### config.mk
export PLATFORM = sky130hd
export DESIGN_NAME = iso_date_text_to_day_number
export DESIGN_NICKNAME = d
export VERILOG_FILES = /design/src/hdl/idt_pkg.sv /design/src/hdl/idt_ctrl.sv /design/src/hdl/idt_datapath.sv /design/src/hdl/iso_date_text_to_day_number.sv
export SDC_FILE = /design/constraint.sdc
export NUM_CORES = 1
export LEC_CHECK = 0
export BUFFER_PORTS_ARGS = -buffer_cell sky130_fd_sc_hd__buf_2
export CORE_UTILIZATION = 40
export CTS_CLUSTER_DIAMETER = 40
export CTS_CLUSTER_SIZE = 25
export DETAILED_ROUTE_END_ITERATION = 8
export REMOVE_ABC_BUFFERS = 1
export SYNTH_ARGS = -nofsm -noshare
export SYNTH_HDL_FRONTEND = slang
export SYNTH_SLANG_ARGS = --single-unit
### constraint.sdc
create_clock -name clk -period 8.9 [get_ports clk]
set_clock_uncertainty 0.15 [all_clocks]
set_input_delay 1.78 -clock clk [delete_from_list [all_inputs] [get_ports clk]]
set_output_delay 1.78 -clock clk [all_outputs]
set_load 0.03 [all_outputs]
### src/hdl/idt_pkg.sv
`timescale 1ns / 1ps
// ----------------------------------------------------------------------------
// idt_pkg: shared types and constants for the ISO date text converter
// Holds the controller/datapath command and status bundles, the calendar
// constants and the small month tables.
// ----------------------------------------------------------------------------
package idt_pkg;

  localparam int unsigned POS_W       = 4;
  localparam int unsigned YEAR_W      = 14;
  localparam int unsigned MD_W        = 7;
  localparam int unsigned YOE_W       = 9;
  localparam int unsigned QUO_W       = 5;
  localparam int unsigned DAY_W       = 23;
  localparam int unsigned SUM_W       = 24;
  localparam int unsigned DIV_STEPS   = 2;
  localparam int unsigned STEP_W      = 1;
  localparam int unsigned RECIP_SHIFT = 22;
  localparam int unsigned RECIP_W     = RECIP_SHIFT + QUO_W;

  localparam logic [POS_W-1:0] POS_SAT   = 4'd11;
  localparam logic [POS_W-1:0] POS_DASH1 = 4'd4;
  localparam logic [POS_W-1:0] POS_DASH2 = 4'd7;
  localparam logic [POS_W-1:0] POS_LAST  = 4'd9;
  localparam logic [POS_W-1:0] POS_END   = 4'd10;

  localparam logic [7:0] CH_ZERO = 8'h30;
  localparam logic [7:0] CH_NINE = 8'h39;
  localparam logic [7:0] CH_DASH = 8'h2D;

  localparam logic [YEAR_W-1:0] ERA_YEARS     = 14'd400;
  // Rounded-up 2^22 / 400: the quotient is exact for every dividend below 43690.
  localparam logic [YEAR_W-1:0] ERA_RECIP     = 14'd10486;
  localparam logic [17:0]       DAYS_PER_YEAR = 18'd365;
  localparam logic [22:0]       DAYS_PER_ERA  = 23'd146097;
  // Epoch offset plus one era, because the era count runs one high.
  localparam logic [SUM_W-1:0]  EPOCH_BIAS    = 24'd865565;

  typedef struct packed {
    logic              acc;        // take one character
    logic              start;      // character was the last: capture and clear
    logic              div_step;   // one division step
    logic              div_fold;   // second step: fold the quotient back
    logic              mul_en;     // register the products
    logic              sum_en;     // register the final sum
    logic              load_out;   // move the result into the output register
  } idt_cmd_t;

  typedef struct packed {
    logic out_free;                // output register can take a result
  } idt_stat_t;

  // Day of the March-based year on which each shifted month begins.
  function automatic logic [8:0] month_start(input logic [3:0] mp);
    logic [8:0] v;
    case (mp)
      4'd0:    v = 9'd0;
      4'd1:    v = 9'd31;
      4'd2:    v = 9'd61;
      4'd3:    v = 9'd92;
      4'd4:    v = 9'd122;
      4'd5:    v = 9'd153;
      4'd6:    v = 9'd184;
      4'd7:    v = 9'd214;
      4'd8:    v = 9'd245;
      4'd9:    v = 9'd275;
      4'd10:   v = 9'd306;
      4'd11:   v = 9'd337;
      default: v = 9'd0;
    endcase
    return v;
  endfunction

  function automatic logic [MD_W-1:0] month_len(input logic [MD_W-1:0] m,
                                                input logic leap);
    logic [MD_W-1:0] v;
    case (m)
      7'd2:                           v = leap ? 7'd29 : 7'd28;
      7'd4, 7'd6, 7'd9, 7'd11:        v = 7'd30;
      default:                        v = 7'd31;
    endcase
    return v;
  endfunction

endpackage

### src/hdl/idt_ctrl.sv
`timescale 1ns / 1ps
// ----------------------------------------------------------------------------
// idt_ctrl: sequencer for the date converter
// Accepts characters, then steps the datapath through division, product,
// sum and output load.
// ----------------------------------------------------------------------------
module idt_ctrl
  import idt_pkg::*;
(
  input  logic      clk,
  input  logic      rst_n,
  input  logic      in_tvalid,
  input  logic      in_tlast,
  output logic      in_tready,
  input  idt_stat_t stat,
  output idt_cmd_t  cmd
);

  typedef enum logic [4:0] {
    ST_COLLECT = 5'b00001,
    ST_DIV     = 5'b00010,
    ST_MUL     = 5'b00100,
    ST_SUM     = 5'b01000,
    ST_LOAD    = 5'b10000
  } state_t;

  state_t            state_r, state_nxt;
  logic [STEP_W-1:0] step_r, step_nxt;
  logic              take;

  assign in_tready = (state_r == ST_COLLECT);
  assign take      = in_tvalid && in_tready;

  always_comb begin
    state_nxt     = state_r;
    step_nxt      = step_r;
    cmd           = '0;
    unique case (state_r)
      ST_COLLECT: begin
        cmd.acc = take;
        if (take && in_tlast) begin
          cmd.start = 1'b1;
          step_nxt  = '0;
          state_nxt = ST_DIV;
        end
      end
      ST_DIV: begin
        cmd.div_step = 1'b1;
        cmd.div_fold = (step_r == STEP_W'(DIV_STEPS - 1));
        step_nxt     = step_r + STEP_W'(1);
        if (step_r == STEP_W'(DIV_STEPS - 1)) begin
          state_nxt = ST_MUL;
        end
      end
      ST_MUL: begin
        cmd.mul_en = 1'b1;
        state_nxt  = ST_SUM;
      end
      ST_SUM: begin
        cmd.sum_en = 1'b1;
        state_nxt  = ST_LOAD;
      end
      ST_LOAD: begin
        if (stat.out_free) begin
          cmd.load_out = 1'b1;
          state_nxt    = ST_COLLECT;
        end
      end
      default: begin
        state_nxt = ST_COLLECT;
      end
    endcase
  end

  always_ff @(posedge clk) begin
    if (!rst_n) begin
      state_r <= ST_COLLECT;
      step_r  <= '0;
    end else begin
      state_r <= state_nxt;
      step_r  <= step_nxt;
    end
  end

endmodule

### src/hdl/idt_datapath.sv
`timescale 1ns / 1ps
// ----------------------------------------------------------------------------
// idt_datapath: character accumulators and day-number arithmetic
// Parses digits into year, month and day, divides by the 400-year era,
// forms the day count and holds the output register.
// ----------------------------------------------------------------------------
module idt_datapath
  import idt_pkg::*;
(
  input  logic       clk,
  input  logic       rst_n,
  input  logic [7:0] ch,
  input  idt_cmd_t   cmd,
  output idt_stat_t  stat,
  input  logic       out_ready,
  output logic       out_valid,
  output logic [DAY_W-1:0] out_day,
  output logic       out_status
);

  // Parse state
  logic [POS_W-1:0]  pos_r;
  logic [YEAR_W-1:0] year_r, year_nxt;
  logic [MD_W-1:0]   mon_r, mon_nxt;
  logic [MD_W-1:0]   day_r, day_nxt;
  logic              fbad_r, fbad_nxt;
  logic              digit;
  logic [3:0]        dv;

  // Captured date
  logic [MD_W-1:0]   cm_r;
  logic [MD_W-1:0]   cd_r;
  logic              fmt_ok_r;
  logic              m_le2;

  // Division by 400
  logic [YEAR_W-1:0]  rem_r;
  logic [QUO_W-1:0]   quo_r;
  logic [RECIP_W-1:0] recip_prod;

  // Products and sum
  logic [17:0]       p1_r;
  logic [22:0]       p2_r;
  logic [10:0]       part_r, part_nxt;
  logic              valid_r, valid_nxt;
  logic [YOE_W-1:0]  yoe;
  logic [YOE_W-1:0]  ryr;
  logic [1:0]        hundreds;
  logic [3:0]        mp;
  logic              leap;
  logic [SUM_W-1:0]  sum;
  logic [DAY_W-1:0]  res_day_r;
  logic              res_ok_r;

  // Output register
  logic              out_valid_r;
  logic [DAY_W-1:0]  out_day_r;
  logic              out_status_r;

  assign digit = (ch >= CH_ZERO) && (ch <= CH_NINE);
  assign dv    = digit ? ch[3:0] : 4'd0;

  always_comb begin
    year_nxt = year_r;
    mon_nxt  = mon_r;
    day_nxt  = day_r;
    fbad_nxt = fbad_r;
    if (pos_r >= POS_END) begin
      fbad_nxt = 1'b1;
    end else if (pos_r == POS_DASH1 || pos_r == POS_DASH2) begin
      if (ch != CH_DASH) fbad_nxt = 1'b1;
    end else if (!digit) begin
      fbad_nxt = 1'b1;
    end else if (pos_r < POS_DASH1) begin
      year_nxt = (year_r << 3) + (year_r << 1) + YEAR_W'(dv);
    end else if (pos_r < POS_DASH2) begin
      mon_nxt = (mon_r << 3) + (mon_r << 1) + MD_W'(dv);
    end else begin
      day_nxt = (day_r << 3) + (day_r << 1) + MD_W'(dv);
    end
  end

  always_ff @(posedge clk) begin
    if (!rst_n) begin
      pos_r  <= '0;
      year_r <= '0;
      mon_r  <= '0;
      day_r  <= '0;
      fbad_r <= 1'b0;
    end else if (cmd.start) begin
      pos_r  <= '0;
      year_r <= '0;
      mon_r  <= '0;
      day_r  <= '0;
      fbad_r <= 1'b0;
    end else if (cmd.acc) begin
      if (pos_r < POS_SAT) pos_r <= pos_r + POS_W'(1);
      year_r <= year_nxt;
      mon_r  <= mon_nxt;
      day_r  <= day_nxt;
      fbad_r <= fbad_nxt;
    end
  end

  // Capture the finished date and seed the divider with year + 400 - (m <= 2)
  assign m_le2      = (cm_r <= MD_W'(2));
  // Quotient by reciprocal multiplication; the seeded year never exceeds 10399
  assign recip_prod = RECIP_W'(rem_r) * RECIP_W'(ERA_RECIP);

  always_ff @(posedge clk) begin
    if (cmd.start) begin
      cm_r     <= mon_nxt;
      cd_r     <= day_nxt;
      fmt_ok_r <= (pos_r == POS_LAST) && !fbad_nxt;
      rem_r    <= year_nxt + ERA_YEARS - YEAR_W'((mon_nxt <= MD_W'(2)) ? 1 : 0);
      quo_r    <= '0;
    end else if (cmd.div_step) begin
      if (cmd.div_fold) begin
        rem_r <= rem_r - YEAR_W'(quo_r) * ERA_YEARS;
      end else begin
        quo_r <= recip_prod[RECIP_W-1:RECIP_SHIFT];
      end
    end
  end

  // Year of era, leap test on the written year, day of era pieces
  assign yoe      = rem_r[YOE_W-1:0];
  assign hundreds = 2'((yoe >= YOE_W'(100)) ? 1 : 0) + 2'((yoe >= YOE_W'(200)) ? 1 : 0)
                  + 2'((yoe >= YOE_W'(300)) ? 1 : 0);
  assign ryr      = !m_le2 ? yoe : ((yoe == YOE_W'(399)) ? '0 : yoe + YOE_W'(1));
  assign leap     = (ryr[1:0] == 2'd0) && !(ryr == YOE_W'(100) || ryr == YOE_W'(200)
                                           || ryr == YOE_W'(300));
  assign mp       = m_le2 ? (cm_r[3:0] + 4'd9) : (cm_r[3:0] - 4'd3);

  always_comb begin
    part_nxt  = 11'(yoe >> 2) - 11'(hundreds) + 11'(month_start(mp))
              + 11'(cd_r) - 11'd1;
    valid_nxt = fmt_ok_r && (cm_r >= MD_W'(1)) && (cm_r <= MD_W'(12))
              && (cd_r >= MD_W'(1)) && (cd_r <= month_len(cm_r, leap));
  end

  always_ff @(posedge clk) begin
    if (cmd.mul_en) begin
      p1_r    <= 18'(yoe) * DAYS_PER_YEAR;
      p2_r    <= 23'(quo_r) * DAYS_PER_ERA;
      part_r  <= part_nxt;
      valid_r <= valid_nxt;
    end
  end

  assign sum = SUM_W'(p2_r) + SUM_W'(p1_r) + SUM_W'(part_r) - EPOCH_BIAS;

  always_ff @(posedge clk) begin
    if (cmd.sum_en) begin
      res_day_r <= valid_r ? sum[DAY_W-1:0] : '0;
      res_ok_r  <= valid_r;
    end
  end

  always_ff @(posedge clk) begin
    if (!rst_n) begin
      out_valid_r <= 1'b0;
    end else if (cmd.load_out) begin
      out_valid_r <= 1'b1;
    end else if (out_ready) begin
      out_valid_r <= 1'b0;
    end
  end

  always_ff @(posedge clk) begin
    if (cmd.load_out) begin
      out_day_r    <= res_day_r;
      out_status_r <= !res_ok_r;
    end
  end

  assign stat.out_free = !out_valid_r || out_ready;
  assign out_valid     = out_valid_r;
  assign out_day       = out_day_r;
  assign out_status    = out_status_r;

endmodule

### src/hdl/iso_date_text_to_day_number.sv
`timescale 1ns / 1ps
// ----------------------------------------------------------------------------
// iso_date_text_to_day_number: YYYY-MM-DD text to signed day count
// Streams a date one character per transaction and returns the day number
// relative to 1970-01-01 together with a valid/invalid status.
// ----------------------------------------------------------------------------
// Characters are taken one per cycle while the block collects a date; the
// transaction carrying tlast closes the text and produces exactly one result
// transaction. After that last character the input stalls while the era
// division by 400 runs as a reciprocal multiplication for the quotient, then
// a fold-back that leaves the year of era, followed by the product state for
// the year and era products, the sum state for the final sum and the load
// state that moves the result into the output register. A result still
// waiting in the output register holds the block in the load state until it
// is taken; characters of the next date are accepted as soon as the result is
// loaded. A text that is not exactly ten characters, lacks a dash at position
// 4 or 7, has a non-digit elsewhere, or names a month or day outside the
// calendar gives status 1 and day number 0.
// ----------------------------------------------------------------------------
module iso_date_text_to_day_number
  import idt_pkg::*;
(
  input  logic        clk,
  input  logic        rst_n,
  input  logic        in_tvalid,
  output logic        in_tready,
  input  logic [7:0]  in_tdata,   // [7:0] ch
  input  logic        in_tlast,   // last character of the date text
  output logic        out_tvalid,
  input  logic        out_tready,
  output logic [23:0] out_tdata   // [22:0] day_number (signed), [23] status
);

  idt_cmd_t         cmd;
  idt_stat_t        stat;
  logic [DAY_W-1:0] out_day;
  logic             out_status;

  // Sequence accept, divide, multiply, sum and load
  idt_ctrl u_ctrl (
    .clk       (clk),
    .rst_n     (rst_n),
    .in_tvalid (in_tvalid),
    .in_tlast  (in_tlast),
    .in_tready (in_tready),
    .stat      (stat),
    .cmd       (cmd)
  );

  // Parse characters and compute the day count
  idt_datapath u_dp (
    .clk        (clk),
    .rst_n      (rst_n),
    .ch         (in_tdata),
    .cmd        (cmd),
    .stat       (stat),
    .out_ready  (out_tready),
    .out_valid  (out_tvalid),
    .out_day    (out_day),
    .out_status (out_status)
  );

  assign out_tdata = {out_status, out_day};

endmodule

==> impl_metrics.ini <==
[sta]
setup_viol = 0
hold-worst-slack_ps = 268
worstMarginPinSlew_ps = 1100
period_needed_ps = 7210
setup_tns_ps = 0
drv_slew = 0
relSlewSlack = 0.264
hold_violations = 0
post-route-period-util = 0.810
clock.fmax_mhz = 139
rsz0062_at_grt = false

[clock_tree]
cts.repair.resized = 0
cts_tree = built
hold_buffers = 0
cts_buffers = 17
worstSkewPairLatency_ps = 460
clockBufferDepth = 2
cts_sinks = 175
clk_pin_slew_ps = 70
cts_setup_buffers = 0
root_buffer = clkbuf_16
htreeDepth = 4

[critical_path]
cp.required_ps = 9080
max_stage_delay_ps = 490
crit_family = simple AND/OR/NAND/NOR gates
crit_arrival_ps = 7380
cp_num_buf_inv = 3
worst-path-max-fanout = 7
critPathKind = input port to flip-flop
cp-start-kind = input port
endpoint_kind = flip-flop
slowest_stage = or4b_1
r2r_setup_slack_ps = 2580

[yosys]
yosys_warnings = 0
synthTopCellsByArea = ha_1 (24%), edfxtp_1 (22%), fa_1 (14%)
avgSynthCellArea_um2 = 10.2
synth_seq_cells = 175
synth_ff_type = edfxtp_1
syn-instance-count = 1732
ys_seq_area_frac = 0.273
synth_area_mm2 = 0.0176
ys_async_sr_fraction = 0
synth_largest_area_cell = ha_1
synth_top_area_frac = 0.237
synth_edf_count = 130
synth_cell_types = 85

[grt]
grt_pass1_wl_um = 60800
grt_pass1_vias = 12400
grt_start_max_net_pins = 54
antenna_found_initial = 1
globalRouteTotalUtil = 0.174
overflow = 0

[floorplan]
start_util = 0.407
core_area_mm2 = 0.0433
die_w_um = 212
pin_count = 39
die_y_um = 212
dieArea_mm2 = 0.0448
rows = 76

[cells_and_area]
fin_cells = 2372
fillers = 4108
drive_gt1_frac = 0.0633
area_growth_pct = 8.36
final_common_cell = ha_1
final_cell_mix = ha_1 (333), inv_1 (293), edfxtp_1 (130)
post-route-util = 0.441
final_nets = 2242

[drt]
vias_per_cell = 5.04
wl_per_cell_um = 15.1
vias = 12000
detail-route-antenna-nets = 0
drc = 0
firstDrtPassIters = 5
drt_wl_total_um = 35900
drt_iter0_markers = 532

[placed_design]
io_buffers = 38
hpwlAfterDp_um = 29200
place_inst = 2339
gp_congestion = 0.862

[power_and_ir_drop]
swShare = 0.462
intPower_w = 0.00382
powerDensity_mw_per_mm2 = 372
peakVddDrop_mv = 0.348
p_leak_nw = 9.03
switchingPower_w = 0.00328
seq_power_share = 0.167
p_clk_frac = 0.107
combinationalPowerShare = 0.726

[run]
maxCapViolCount = 0

[run_status]
status = finished, final reports clean

[worst_hold_path]
hp-class = flip-flop to flip-flop
final timing paths:
check                                   endpoint  cells after the start          startpoint
worst min-delay path            u_dp.out_day[12]                      0  u_dp.res_day_r[12]
worst max register to register   u_dp.part_r[10]                     24       u_dp.rem_r[5]
worst max-delay path              u_dp.rem_r[13]                     26         in_tdata[7]
worst min register to register  u_dp.out_day[12]                      0  u_dp.res_day_r[12]
per-stage QoR:
step                      setup WS, ps  power (W)  instance area (µm²)
after detailed placement          1170    0.00637                18500
after global placement            1330    0.00625                18500
after floorplan                   1890    0.00518                17500
after CTS                         1660    0.00721                19100
after global routing              1300    0.00811                19100
final                             1690    0.00710                19100
flip-flops by register name, summed over array words and instances, names as in the netlist, 4 cells and up:
name and cells:
u_dp.out_day 23, u_dp.p2_r 23, u_dp.res_day_r 23, u_dp.p1_r 18, u_dp.rem_r 14, u_dp.year_r 14, u_dp.part_r 11, u_dp.cd_r 7
u_dp.cm_r 7, u_dp.day_r 7, u_dp.mon_r 7, u_ctrl.state_r 5, u_dp.quo_r 5, u_dp.pos_r 4
layer usage:
| metal | vias up | wire length (µm) | global-route usage |
|---|---|---|---|
| li1 | 6027 | - | - |
| met1 | 5707 | 16800 | 0.219 |
| met2 | 177 | 17400 | 0.301 |
| met3 | 44 | 966 | 0.0270 |
| met4 | 0 | 731 | 0.0587 |
| met5 | - | 0 | 0 |
power groups by stage:
stage	combinational, W	sequential, W	clock [W]
after global routing	0.00610	0.00119	0.000812
after global placement	0.00505	0.00120	0
after CTS	0.00524	0.00119	0.000785
after detailed placement	0.00517	0.00120	0
after floorplan	0.00401	0.00117	0
final	0.00515	0.00118	0.000762
synth_stat cells (20+ instances only):
library cell,instances
nor3_1,26
nor2_1,90
xnor2_1,72
ha_1,333
fa_1,123
a211oi_1,23
edfxtp_1,130
inv_1,294
nand3_1,36
and2_1,28
xor2_1,30
dfxtp_1,45
nand2_1,87
nor2b_1,20
o21ai_0,52
a21oi_1,73
a21o_1,26
final cells by class:
class | instances | area, µm² | share of cell area
sequential | 175 | 4800 | 0.252
clock buffer | 17 | 425 | 0.0223
multi-input combinational | 1238 | 11600 | 0.608
timing repair buffer | 45 | 243 | 0.0127
clock inverter | 15 | 160 | 0.00840
antenna | 1 | 2.50 | 0.000131
inverter | 296 | 1110 | 0.0583
tap | 585 | 732 | 0.0384
kinds of logic after synthesis:
group | after synthesis | share of synthesized area
muxes | 20 | 0.0120
xor gates and xnor gates | 102 | 0.0508
DFF | 175 | 0.273
and+or+nand+nor | 380 | 0.113
adders and majority gates | 456 | 0.377
buffers and inverters | 319 | 0.0686
AOI/OAI and AO/OA | 280 | 0.105
(Power assumes the default switching activity.)
